[src/rtl/mjdc_pkg.sv]
`timescale 1ns / 1ps
// ----------------------------------------------------------------------------
// MJD to calendar date package
// Shared types and calendar constants for the date conversion pipeline.
// ----------------------------------------------------------------------------
package mjdc_pkg;

  // Width of the day count from 0001-01-01.
  localparam int unsigned DayW = 22;

  // MJD of 9999-12-31 and the offset that maps MJD onto the day count.
  localparam logic signed [22:0] MjdMax      = 23'sd2973483;
  localparam logic signed [23:0] EpochOffset = 24'sd678575;

  localparam int unsigned Days400Y = 146097;
  localparam int unsigned Days100Y = 36524;
  localparam int unsigned Days4Y   = 1461;
  localparam int unsigned Days1Y   = 365;

  // Load enables for the three stages of a constant divider.
  typedef struct packed {
    logic est;
    logic sub;
    logic fix;
  } div_en_t;

  // Year-period counts that travel down the pipeline with each request.
  typedef struct packed {
    logic [4:0] n400;
    logic [1:0] n100;
  } cent_t;

  // Zero-based day of year on which month m (0..11) starts.
  function automatic logic [8:0] month_start(input logic [3:0] m, input logic leap);
    logic [8:0] base;
    begin
      case (m)
        4'd0:    base = 9'd0;
        4'd1:    base = 9'd31;
        4'd2:    base = 9'd59;
        4'd3:    base = 9'd90;
        4'd4:    base = 9'd120;
        4'd5:    base = 9'd151;
        4'd6:    base = 9'd181;
        4'd7:    base = 9'd212;
        4'd8:    base = 9'd243;
        4'd9:    base = 9'd273;
        4'd10:   base = 9'd304;
        4'd11:   base = 9'd334;
        default: base = 9'd0;
      endcase
      if (leap && (m >= 4'd2) && (m <= 4'd11)) begin
        base = base + 9'd1;
      end
      return base;
    end
  endfunction

endpackage

[src/rtl/mjdc_cdiv.sv]
`timescale 1ns / 1ps
// ----------------------------------------------------------------------------
// Pipelined divider by a constant
// Three stages: reciprocal estimate, remainder, and a single correction step.
// ----------------------------------------------------------------------------
module mjdc_cdiv #(
  parameter int unsigned AW  = 22,
  parameter int unsigned DIV = 146097,
  parameter int unsigned QW  = 5
) (
  input  logic                      clk_i,
  input  mjdc_pkg::div_en_t         en_i,
  input  logic [AW-1:0]             a_i,
  output logic [QW-1:0]             q_o,
  output logic [$clog2(DIV)-1:0]    r_o
);

  import mjdc_pkg::*;

  localparam int unsigned RW = $clog2(DIV);
  localparam int unsigned M  = (2 ** AW) / DIV;
  localparam int unsigned MW = $clog2(M + 1);
  localparam int unsigned PW = AW + MW;

  // The estimate floor(a * M / 2^AW) is never high and at most one low.
  logic [PW-1:0] prod_a;
  logic [AW-1:0] a_a_q;
  logic [QW-1:0] q_a_d, q_a_q;

  logic [AW-1:0] qd_b, diff_b;
  logic [RW:0]   r_b_d, r_b_q;
  logic [QW-1:0] q_b_q;

  logic [RW-1:0] r_c_d, r_c_q;
  logic [QW-1:0] q_c_d, q_c_q;

  always_comb begin
    prod_a = PW'(a_i) * PW'(M);
    q_a_d  = prod_a[AW +: QW];
  end

  always_ff @(posedge clk_i) begin
    if (en_i.est) begin
      a_a_q <= a_i;
      q_a_q <= q_a_d;
    end
  end

  always_comb begin
    qd_b   = AW'(q_a_q) * AW'(DIV);
    diff_b = a_a_q - qd_b;
    r_b_d  = diff_b[RW:0];
  end

  always_ff @(posedge clk_i) begin
    if (en_i.sub) begin
      r_b_q <= r_b_d;
      q_b_q <= q_a_q;
    end
  end

  always_comb begin
    if (r_b_q >= (RW+1)'(DIV)) begin
      r_c_d = RW'(r_b_q - (RW+1)'(DIV));
      q_c_d = q_b_q + QW'(1);
    end else begin
      r_c_d = r_b_q[RW-1:0];
      q_c_d = q_b_q;
    end
  end

  always_ff @(posedge clk_i) begin
    if (en_i.fix) begin
      r_c_q <= r_c_d;
      q_c_q <= q_c_d;
    end
  end

  assign q_o = q_c_q;
  assign r_o = r_c_q;

endmodule

[src/rtl/mjd_to_calendar_date_unit.sv]
`timescale 1ns / 1ps
// ----------------------------------------------------------------------------
// MJD to Gregorian calendar date converter
// Throughput: one request per cycle; eleven register stages, each with a
// valid bit, and a stage only holds when the stage after it is full.
// Reset: rst_ni clears all valid bits at once; data registers are not reset.
// ----------------------------------------------------------------------------
module mjd_to_calendar_date_unit (
  input  logic               clk_i,
  input  logic               rst_ni,
  input  logic               valid_i,
  output logic               stall_o,
  input  logic signed [22:0] day_number_i,
  output logic               valid_o,
  input  logic               stall_i,
  output logic               valid_res_o,
  output logic [13:0]        year_o,
  output logic [3:0]         month_o,
  output logic [4:0]         day_of_month_o,
  output logic [8:0]         day_of_year_o
);

  import mjdc_pkg::*;

  // Pipeline map:
  //   1      day count from 0001-01-01 and range check
  //   2..4   division by the 400-year period (estimate, remainder, fix)
  //   5      century index by comparison, clamped at three
  //   6..8   division by the four-year period
  //   9      year within the four-year block, leap flag
  //   10     year sum, month index, day of year
  //   11     day of month and output register
  localparam int unsigned NS = 11;

  logic [NS:1] v_q;
  logic [NS:1] ok_q;
  logic [NS:1] adv;
  logic [NS:1] v_prev;
  logic [NS:1] ok_prev;

  // A stage may load when it is empty or when its content moves on. The
  // output stage is the only one that sees the downstream stall.
  always_comb begin
    adv[NS] = !v_q[NS] || !stall_i;
    for (int k = NS - 1; k >= 1; k--) begin
      adv[k] = !v_q[k] || adv[k+1];
    end
  end

  assign stall_o = !adv[1];
  assign valid_o = v_q[NS];

  // Stage 1: map MJD onto a day count and check the supported range.
  logic signed [23:0] days_s1;
  logic               ok_s1;
  logic [DayW-1:0]    d1_d, d1_q;

  always_comb begin
    days_s1 = 24'(day_number_i) + EpochOffset;
    ok_s1   = (day_number_i <= MjdMax) && !days_s1[23];
    // Out-of-range requests run through the pipe as day zero.
    d1_d    = ok_s1 ? days_s1[DayW-1:0] : '0;
  end

  assign v_prev  = {v_q[NS-1:1], valid_i};
  assign ok_prev = {ok_q[NS-1:1], ok_s1};

  always_ff @(posedge clk_i or negedge rst_ni) begin
    if (!rst_ni) begin
      v_q <= '0;
    end else begin
      v_q <= (adv & v_prev) | (~adv & v_q);
    end
  end

  always_ff @(posedge clk_i) begin
    for (int k = 1; k <= NS; k++) begin
      if (adv[k]) begin
        ok_q[k] <= ok_prev[k];
      end
    end
    if (adv[1]) begin
      d1_q <= d1_d;
    end
  end

  // Stages 2..4: 400-year periods.
  div_en_t          en400;
  logic [4:0]       n400_w;
  logic [17:0]      r400_w;

  assign en400 = '{est: adv[2], sub: adv[3], fix: adv[4]};

  mjdc_cdiv #(
    .AW  (DayW),
    .DIV (Days400Y),
    .QW  (5)
  ) u_div400 (
    .clk_i (clk_i),
    .en_i  (en400),
    .a_i   (d1_q),
    .q_o   (n400_w),
    .r_o   (r400_w)
  );

  // Stage 5: centuries. The last day of a 400-year period falls into the
  // fourth century, which is why the index stops at three.
  logic [1:0]  n100_s5;
  logic [17:0] sub_s5;
  logic [17:0] r5_w;
  cent_t       cent5_q, cent6_q, cent7_q, cent8_q, cent9_q;
  logic [15:0] r5_q;

  always_comb begin
    if (r400_w >= 18'(3 * Days100Y)) begin
      n100_s5 = 2'd3;
      sub_s5  = 18'(3 * Days100Y);
    end else if (r400_w >= 18'(2 * Days100Y)) begin
      n100_s5 = 2'd2;
      sub_s5  = 18'(2 * Days100Y);
    end else if (r400_w >= 18'(Days100Y)) begin
      n100_s5 = 2'd1;
      sub_s5  = 18'(Days100Y);
    end else begin
      n100_s5 = 2'd0;
      sub_s5  = '0;
    end
    r5_w = r400_w - sub_s5;
  end

  always_ff @(posedge clk_i) begin
    if (adv[5]) begin
      cent5_q.n400 <= n400_w;
      cent5_q.n100 <= n100_s5;
      r5_q         <= r5_w[15:0];
    end
    if (adv[6]) begin
      cent6_q <= cent5_q;
    end
    if (adv[7]) begin
      cent7_q <= cent6_q;
    end
    if (adv[8]) begin
      cent8_q <= cent7_q;
    end
  end

  // Stages 6..8: four-year blocks within the century.
  div_en_t     en4;
  logic [4:0]  n4_w;
  logic [10:0] r4y_w;

  assign en4 = '{est: adv[6], sub: adv[7], fix: adv[8]};

  mjdc_cdiv #(
    .AW  (16),
    .DIV (Days4Y),
    .QW  (5)
  ) u_div4 (
    .clk_i (clk_i),
    .en_i  (en4),
    .a_i   (r5_q),
    .q_o   (n4_w),
    .r_o   (r4y_w)
  );

  // Stage 9: year within the block, again clamped at three. The fourth
  // year of a block is leap, except in the last block of a century that
  // is not the fourth century of its 400-year period.
  logic [1:0]  n1_s9;
  logic [10:0] sub_s9;
  logic [10:0] r9_w;
  logic        leap_s9;
  logic [4:0]  n4_9_q;
  logic [1:0]  n1_9_q;
  logic        leap9_q;
  logic [8:0]  r9_q;

  always_comb begin
    if (r4y_w >= 11'(3 * Days1Y)) begin
      n1_s9  = 2'd3;
      sub_s9 = 11'(3 * Days1Y);
    end else if (r4y_w >= 11'(2 * Days1Y)) begin
      n1_s9  = 2'd2;
      sub_s9 = 11'(2 * Days1Y);
    end else if (r4y_w >= 11'(Days1Y)) begin
      n1_s9  = 2'd1;
      sub_s9 = 11'(Days1Y);
    end else begin
      n1_s9  = 2'd0;
      sub_s9 = '0;
    end
    r9_w    = r4y_w - sub_s9;
    leap_s9 = (n1_s9 == 2'd3) && ((n4_w != 5'd24) || (cent8_q.n100 == 2'd3));
  end

  always_ff @(posedge clk_i) begin
    if (adv[9]) begin
      cent9_q <= cent8_q;
      n4_9_q  <= n4_w;
      n1_9_q  <= n1_s9;
      leap9_q <= leap_s9;
      r9_q    <= r9_w[8:0];
    end
  end

  // Stage 10: assemble the year, find the month by counting the month
  // starts that the day index has passed.
  logic [13:0] year_s10;
  logic [3:0]  mon_s10;
  logic [13:0] year10_q;
  logic [3:0]  mon10_q;
  logic        leap10_q;
  logic [8:0]  r10_q;
  logic [8:0]  doy10_q;

  always_comb begin
    year_s10 = 14'(cent9_q.n400) * 14'd400 + 14'(cent9_q.n100) * 14'd100
             + 14'(n4_9_q) * 14'd4 + 14'(n1_9_q) + 14'd1;
    mon_s10  = 4'd0;
    for (int m = 1; m < 12; m++) begin
      if (r9_q >= month_start(4'(m), leap9_q)) begin
        mon_s10 = mon_s10 + 4'd1;
      end
    end
  end

  always_ff @(posedge clk_i) begin
    if (adv[10]) begin
      year10_q <= year_s10;
      mon10_q  <= mon_s10;
      leap10_q <= leap9_q;
      r10_q    <= r9_q;
      doy10_q  <= r9_q + 9'd1;
    end
  end

  // Stage 11: day of month, and zeroed fields for out-of-range dates.
  logic [8:0] dom_s11;
  logic [13:0] year_q;
  logic [3:0]  month_q;
  logic [4:0]  dom_q;
  logic [8:0]  doy_q;

  assign dom_s11 = r10_q - month_start(mon10_q, leap10_q) + 9'd1;

  always_ff @(posedge clk_i) begin
    if (adv[11]) begin
      if (ok_q[10]) begin
        year_q  <= year10_q;
        month_q <= mon10_q + 4'd1;
        dom_q   <= dom_s11[4:0];
        doy_q   <= doy10_q;
      end else begin
        year_q  <= '0;
        month_q <= '0;
        dom_q   <= '0;
        doy_q   <= '0;
      end
    end
  end

  assign valid_res_o    = ok_q[NS];
  assign year_o         = year_q;
  assign month_o        = month_q;
  assign day_of_month_o = dom_q;
  assign day_of_year_o  = doy_q;

  // The input side only stalls once every stage holds a request.
  assert property (@(posedge clk_i) disable iff (!rst_ni)
    stall_o |-> (&v_q))
    else $error("input stalled while a pipeline stage is empty");

  // Out-of-range dates come out with all calendar fields cleared.
  assert property (@(posedge clk_i) disable iff (!rst_ni)
    (valid_o && !valid_res_o) |->
      (year_o == 14'd0 && month_o == 4'd0 && day_of_month_o == 5'd0
       && day_of_year_o == 9'd0))
    else $error("invalid date with nonzero fields");

  // A valid date lies within the calendar's ranges.
  assert property (@(posedge clk_i) disable iff (!rst_ni)
    (valid_o && valid_res_o) |->
      (year_o >= 14'd1 && year_o <= 14'd9999 && month_o >= 4'd1
       && month_o <= 4'd12 && day_of_month_o >= 5'd1
       && day_of_year_o >= 9'd1 && day_of_year_o <= 9'd366))
    else $error("calendar field out of range");

  // February never runs past the 29th.
  assert property (@(posedge clk_i) disable iff (!rst_ni)
    (valid_o && valid_res_o && month_o == 4'd2) |-> (day_of_month_o <= 5'd29))
    else $error("February day out of range");

endmodule
[config.mk]
export PLATFORM = sky130hd
export DESIGN_NAME = mjd_to_calendar_date_unit
export DESIGN_NICKNAME = d
export VERILOG_FILES = /design/src/rtl/mjdc_pkg.sv /design/src/rtl/mjdc_cdiv.sv /design/src/rtl/mjd_to_calendar_date_unit.sv
export SDC_FILE = /design/constraint.sdc
export NUM_CORES = 1
export LEC_CHECK = 0
export BUFFER_PORTS_ARGS = -buffer_cell sky130_fd_sc_hd__clkbuf_2
export CAP_MARGIN = 20
export CORE_UTILIZATION = 50
export DETAILED_ROUTE_END_ITERATION = 8
export PLACE_DENSITY_LB_ADDON = 0.05
export SYNTH_ARGS = -nofsm -noshare
export SYNTH_HDL_FRONTEND = slang
export SYNTH_HIERARCHICAL = 1
export SYNTH_SLANG_ARGS = --single-unit
export TNS_END_PERCENT = 50
[constraint.sdc]
create_clock -name clk_i -period 7.4 [get_ports clk_i]
set_input_delay 1.48 -clock clk_i [delete_from_list [all_inputs] [get_ports clk_i]]
set_output_delay 1.48 -clock clk_i [all_outputs]
set_load 0.03 [all_outputs]
==> qor.json, run 1 <==
{
  "outcome": "finished with violations",
  "failed_checks": "negative setup slack",
  "crit_path_max_fanout": 4,
  "worstSetupEndpointType": "register",
  "post-route-min-period_ps": 7440,
  "path_delay_family": "adder cells",
  "post_dr_wirelength_cell_um": 15.1,
  "syn-num-nets": 2076,
  "core_rows": 73,
  "critical_path_arrival_ps": 7850,
  "setup.worst_path.start_class": "register",
  "register_area_sq_um": 8990,
  "flow.area_growth_from_synthesis_pct": 12.3,
  "cts.sink_count": 303,
  "synth.yosys.warnings": 6,
  "maxClockFrequency_ghz": 0.134,
  "hold_path.startpoint": "cent5_q[6]",
  "synth_commonest_cells": "287 x edfxtp_1, 248 x inv_1, 225 x ha_1",
  "worst_slew_margin_rel": 0.211,
  "multi_input_comb_area_sq_um": 10300,
  "utilization": 0.569,
  "yosys.cell_types.count": 97,
  "timing.reg2reg.setup_slack_ps": -40,
  "place.gp.congestion": 0.857,
  "async_flop_share": 0.0363,
  "holdPathStages": 0,
  "ctsHoldBuffers": 0,
  "drt-initial-drc-count": 534,
  "worst_skew_pair.late_latency_ps": 540,
  "grt_util_met3": 0.0308,
  "stdcell_count": 2413,
  "synthTopCellsByArea": "edfxtp_1 43%, ha_1 14%, fa_1 7.5%",
  "vias_post_dr": 12561,
  "clk_transition_reported_paths_ps": 60,
  "drc": 0,
  "synthMostInstantiatedCell": "edfxtp_1",
  "floorplan.initialDensity": 0.507,
  "min_period_over_period": 1.01,
  "detailed_place_hpwl_um": 28300,
  "synth.yosys.seq_area_share": 0.447,
  "grt_pass1_vias": 12745,
  "timing.critical_path.slowest_cell_delay_ps": 440,
  "timing.setup.critical_path_class": "register to register",
  "grt_most_used_layer": "met2",
  "maxCapViolCount": 0,
  "post-place-ws_ps": -254,
  "placeableCoreArea_sq_um": 39700,
  "data_required_time_of_the_critical_path_ps": 7810,
  "hold_violations": 0,
  "worst-path-buf-inv": 1,
  "worst-slew-pin-transition_ps": 1170,
  "globalRoute.totalOverflow": 0,
  "finalNetCount": 2191,
  "synth_cells": 1749,
  "critical-path-slowest-cell": "edfxtp_1",
  "post_synth_instance_area_sq_um": 20100,
  "critical_path.reg2reg.startpoint": "leap9_q",
  "netlist.top_cell.by_area": "edfxtp_1",
  "grt_pass1_wl_um": 62300,
  "flip_flop_and_latch_count_after_synthesis": 303,
  "place_inst": 2346,
  "slew_viol_final": 0,
  "io_pins": 62,
  "antenna_found_initial": 0,
  "met2_usage": 0.314,
  "clockBufferDepth": 3,
  "groute.layer.met1.usage": 0.252,
  "tritoncts": "done",
  "cts-root-buf": "clkbuf_16",
  "dieWidth_um": 203,
  "ant_nets": 0,
  "io_buffer_count": 61,
  "min-delay-path-class": "register to register",
  "antenna_cells_inserted": 0,
  "grt_max_degree": 44,
  "rsz0062_at_grt": "yes",
  "die-area_sq_um": 41100,
  "h-tree-depth": 2,
  "cts_buffers": 35,
  "final_critical_path_setup_slack_ps": -41.4,
  "worstRegToRegCells": 32,
  "finClkSkew_ps": 23.5,
  "setup_viol_count_final": 1,
  "post-synth-top-area-fraction": 0.428,
  "synth_enable_flop_cells": 287,
  "num-fill-cells": 3385,
  "first_pass_iteration_count_of_the_detailed_router": 5,
  "holdPathEnd": "cent6_q[6]",
  "via_per_inst": 5.21,
  "final_layout_size_suffix_gt1_frac": 0.111,
  "die_height_um": 203,
  "totalWireLength_um": 36500,
  "globalRouteTotalUtil": 0.187,
  "leading_register_cell_type_out_of_synthesis": "edfxtp_1",
  "post_synth.cell_area_avg_sq_um": 11.5
}
## cell usage in the layout, fill, tap and decap left out, types with 5 or more instances in the layout
master     netlist  layout
a21o_1          34      34
nor4_1           7       7
nor3b_1          7       7
clkbuf_1        10      12
clkbuf_16        0      35
dfrtp_1         11      11
inv_1          248     246
ha_4             0       9
nand2_1         89      88
and3_1           8       8
o21ai_0         58      56
a211oi_1         8       8
mux2_4           2       7
xor2_1          56      55
clkbuf_2         0      61
or3_1            5       5
o21bai_1         9       9
nor2b_1         29      28
o21ai_1          7       8
nor3_1          17      17
nand3_1         25      25
a31oi_1         13      13
xnor2_1        104     103
o211ai_1         6       6
dfxtp_1          5       5
edfxtp_1       287     287
a21boi_0         9       9
ha_1           225     215
and2_1          35      34
fa_1            75      75
buf_4            2      31
nor2_1          92      92
a21oi_1         85      83
o21a_1          17      17
nand2b_1        25      25
nand4_1         24      24
## area by class of cell
cell class | instances | share of cell area
tap | 525 | 0.0291
sequential | 303 | 0.398
clock buffer | 48 | 0.0413
inverter | 249 | 0.0415
multi-input combinational | 1179 | 0.456
timing repair buffer | 96 | 0.0267
clock inverter | 13 | 0.00764
## worst reg2reg max path: cells and delay by family (launching register included)
family          cells  cell delay, ps
flops               1             440
compound gates     10            2050
buf+inv             1             130
fa+ha+maj          11            2750
mux                 5            1370
simple gates        5             590
## how the worst max path moves through the flow
stage               startpoint        to  cells after the start
CTS                    leap9_q  register                     32
global placement       leap9_q  register                     32
detailed placement     leap9_q  register                     32
floorplan              leap9_q  register                     33
finish                 leap9_q  register                     32
global route           leap9_q  register                     32
## kinds of logic (layout without fill, tap and decap cells)
family,after synthesis,in the layout,synth area share
AOI/OAI and AO/OA,303,303,0.102
DFF,303,303,0.447
and+or+nand+nor,398,398,0.105
adders and majority gates,300,300,0.214
muxes,17,17,0.00964
xor gates and xnor gates,161,161,0.0708
buffers and inverters,267,406,0.0508
## stage by stage
stage / instance area, sq um / TNS (ps) / hold slack [ps]
5_1_grt: 22600 / -1320 / 412
6_report: 22600 / -41.4 / 406
4_1_cts: 22500 / 0 / 408
3_3_place_gp: 21300 / -133 / 401
3_5_place_dp: 21300 / -934 / 405
2_1_floorplan: 20200 / 0 / 400
## metal layers
| metal | part of all wire | up-vias |
|---|---|---|
| met1 | 0.48 | 5988 |
| met2 | 0.47 | 161 |
| met5 | 0 | - |
| met4 | 0.020 | 0 |
| met3 | 0.033 | 50 |
| li1 | - | 6362 |
## sequential cells by signal, indices dropped and copies added (netlist names), 9 cells and up, named ones only
signal	count
u_div4/r_o	11
r5_q	16
year10_q	14
ok_q	11
d1_q	22
r9_q	9
day_of_year_o	9
u_div400/r_b_q	19
u_div4/a_a_q	12
doy10_q	9
u_div4/r_b_q	12
u_div400/a_a_q	19
u_div400/r_o	18
year_o	14
## repair_timing
action | in CTS | in global routing
pin swaps | 7 | 16
setup buffers | 3 | 1
setup endpoints to repair | 5 | 5
resized for setup | 7 | 18
Power of run 1 is left out: the tool's default activity adds up to more than one toggle a clock period on the data nets, which glitch-free logic cannot reach.
==> inputs of run 2 (changes only) <==
--- a/config.mk
+++ b/config.mk
@@ -5,6 +5,7 @@
 export SDC_FILE = /design/constraint.sdc
 export NUM_CORES = 1
 export LEC_CHECK = 0
+export ABC_AREA = 1
 export BUFFER_PORTS_ARGS = -buffer_cell sky130_fd_sc_hd__clkbuf_2
 export CAP_MARGIN = 20
 export CORE_UTILIZATION = 50
==> run 2 against run 1 <==
The run now ends clean. Sequential share of layout area decreased by 3.2 points. Via count up 27%. Design area is 8.7% higher. Routed wire length is 23% higher. Synthesized cell count up 42%.
==> qor.json, run 2 <==
{
  "synth.yosys.warnings": 6,
  "outcome": "finished, final reports clean",
  "hold_path.startpoint": "cent6_q[6]",
  "hold_violations": 0,
  "finalNetCount": 2943,
  "maxClockFrequency_ghz": 0.143,
  "placeableCoreArea_sq_um": 43100,
  "cts-root-buf": "clkbuf_16",
  "critical_path_arrival_ps": 7470,
  "stdcell_count": 3226,
  "grt_pass1_vias": 15742,
  "globalRouteTotalUtil": 0.212,
  "antenna_found_initial": 1,
  "setup.worst_path.start_class": "register",
  "h-tree-depth": 2,
  "worst-path-buf-inv": 10,
  "post-synth-top-area-fraction": 0.394,
  "post_synth_instance_area_sq_um": 21900,
  "via_per_inst": 4.96,
  "async_flop_share": 0.0363,
  "flip_flop_and_latch_count_after_synthesis": 303,
  "drt-initial-drc-count": 680,
  "antenna_cells_inserted": 0,
  "syn-num-nets": 2802,
  "flow.area_growth_from_synthesis_pct": 12.4,
  "critical-path-slowest-cell": "edfxtp_1",
  "crit_path_max_fanout": 4,
  "worstSetupEndpointType": "register",
  "io_buffer_count": 61,
  "mostFrequentLayoutCell": "nand2_1",
  "timing.reg2reg.setup_slack_ps": 390,
  "ctsHoldBuffers": 0,
  "first_pass_iteration_count_of_the_detailed_router": 5,
  "slew_viol_final": 0,
  "netlist.top_cell.by_area": "edfxtp_1",
  "worst_slew_margin_rel": 0.425,
  "yosys.cell_types.count": 51,
  "clk_transition_reported_paths_ps": 60,
  "min_period_over_period": 0.948,
  "vias_post_dr": 16002,
  "min-delay-path-class": "register to register",
  "cts.sink_count": 303,
  "floorplan.initialDensity": 0.508,
  "path_delay_family": "simple AND/OR/NAND/NOR gates",
  "die_height_um": 211,
  "num-fill-cells": 3913,
  "register_area_sq_um": 8990,
  "final_layout_size_suffix_gt1_frac": 0.105,
  "synth_cells": 2475,
  "holdPathEnd": "cent7_q[6]",
  "place.gp.congestion": 0.889,
  "tritoncts": "done",
  "final_cell_mix": "577 x nand2_1, 466 x inv_1, 287 x edfxtp_1",
  "core_rows": 76,
  "place_inst": 3155,
  "worst-slew-pin-transition_ps": 861,
  "worst-path-stages": 46,
  "timing.critical_path.slowest_cell_delay_ps": 360,
  "worst_skew_pair.late_latency_ps": 560,
  "ant_nets": 0,
  "synthTopCellsByArea": "edfxtp_1 39%, ha_1 13%, nand2_1 10%",
  "clockBufferDepth": 3,
  "die-area_sq_um": 44600,
  "setup_viol_count_final": 0,
  "largest_reg_flops": 22,
  "dieWidth_um": 211,
  "totalWireLength_um": 44800,
  "synth_enable_flop_cells": 287,
  "rsz0062_at_grt": "no",
  "biggestRegsByFlops": "d1_q (22), u_div400/a_a_q (19), u_div400/r_b_q (19)",
  "post-route-min-period_ps": 7010,
  "holdPathStages": 0,
  "drc": 0,
  "max_flop_register": "d1_q",
  "cts_buffers": 35,
  "synth.yosys.seq_area_share": 0.411,
  "post_dr_wirelength_cell_um": 13.9,
  "post_synth.cell_area_avg_sq_um": 8.84,
  "summed_negative_setup_slack_over_all_endpoints_ps": 0,
  "synth_commonest_cells": "588 x nand2_1, 481 x inv_1, 287 x edfxtp_1",
  "io_pins": 62,
  "multi_input_comb_area_sq_um": 11200,
  "maxCapViolCount": 0,
  "globalRoute.totalOverflow": 0,
  "grt_pass1_wl_um": 76000,
  "grt_max_degree": 42,
  "leading_register_cell_type_out_of_synthesis": "edfxtp_1",
  "timing.setup.critical_path_class": "register to register",
  "data_required_time_of_the_critical_path_ps": 7850,
  "finClkSkew_ps": 28.8,
  "worstRegToRegCells": 46,
  "synthMostInstantiatedCell": "nand2_1",
  "detailed_place_hpwl_um": 35700,
  "critical_path.reg2reg.startpoint": "leap9_q"
}
[run 2: cells by family after synthesis]
kind of cell | after synthesis | share of synthesized area
compound gates | 231 | 0.0592
simple gates | 1029 | 0.200
fa+ha+maj | 300 | 0.197
xor+xnor | 104 | 0.0416
buf+inv | 508 | 0.0904
flops | 303 | 0.411
[run 2: worst max-delay path by stage]
stage                     startpoint  endpoint  slack (ps)
after floorplan              stall_i   stall_o       -1330
after global placement       leap9_q  register        -320
after detailed placement     leap9_q  register        -560
after CTS                    r9_q[1]  register          40
after global routing         leap9_q  register          10
final                        leap9_q  register         390
[run 2: cell type report]
cell class              instances  area share
repair buffers                121      0.0309
inverters                     491      0.0766
clock inverters                13     0.00524
clock buffers                  49      0.0378
flip-flops and latches        303       0.366
well taps                     585      0.0298
multi-input cells            1664       0.454
[run 2: layer usage]
metal	wire length [um]	GRT usage	share of wire	vias to the layer above
li1	-	-	-	8298
met1	20500	0.274	0.46	7431
met2	21900	0.369	0.49	223
met3	1460	0.0254	0.033	50
met4	955	0.0632	0.021	0
met5	0	0	0	-
[run 2: worst reg2reg max path: cells and delay by family, from the launching register on]
family,cells,cell delay (ps)
simple gates,23,2960
compound gates,2,240
fa+ha+maj,11,2630
buf+inv,10,690
flops,1,360
[run 2: timing repair]
| item | in CTS | in global routing |
|---|---|---|
| pin swaps | 9 | 8 |
| setup buffers | 10 | 0 |
| endpoints found under the setup margin | 5 | 5 |
| gates resized for setup | 18 | 23 |
[run 2: per-stage QoR]
step            util  instance area (sq um)  hold WS (ps)  setup WS [ps]
4_1_cts        0.569                  24500           418           40.3
3_5_place_dp   0.541                  23300           405           -563
6_report       0.571                  24600           417            388
5_1_grt        0.571                  24600           422           10.5
2_1_floorplan      -                  22000           400          -1330
3_3_place_gp   0.541                  23300           403           -319
Power of run 2 is left out for the same reason.
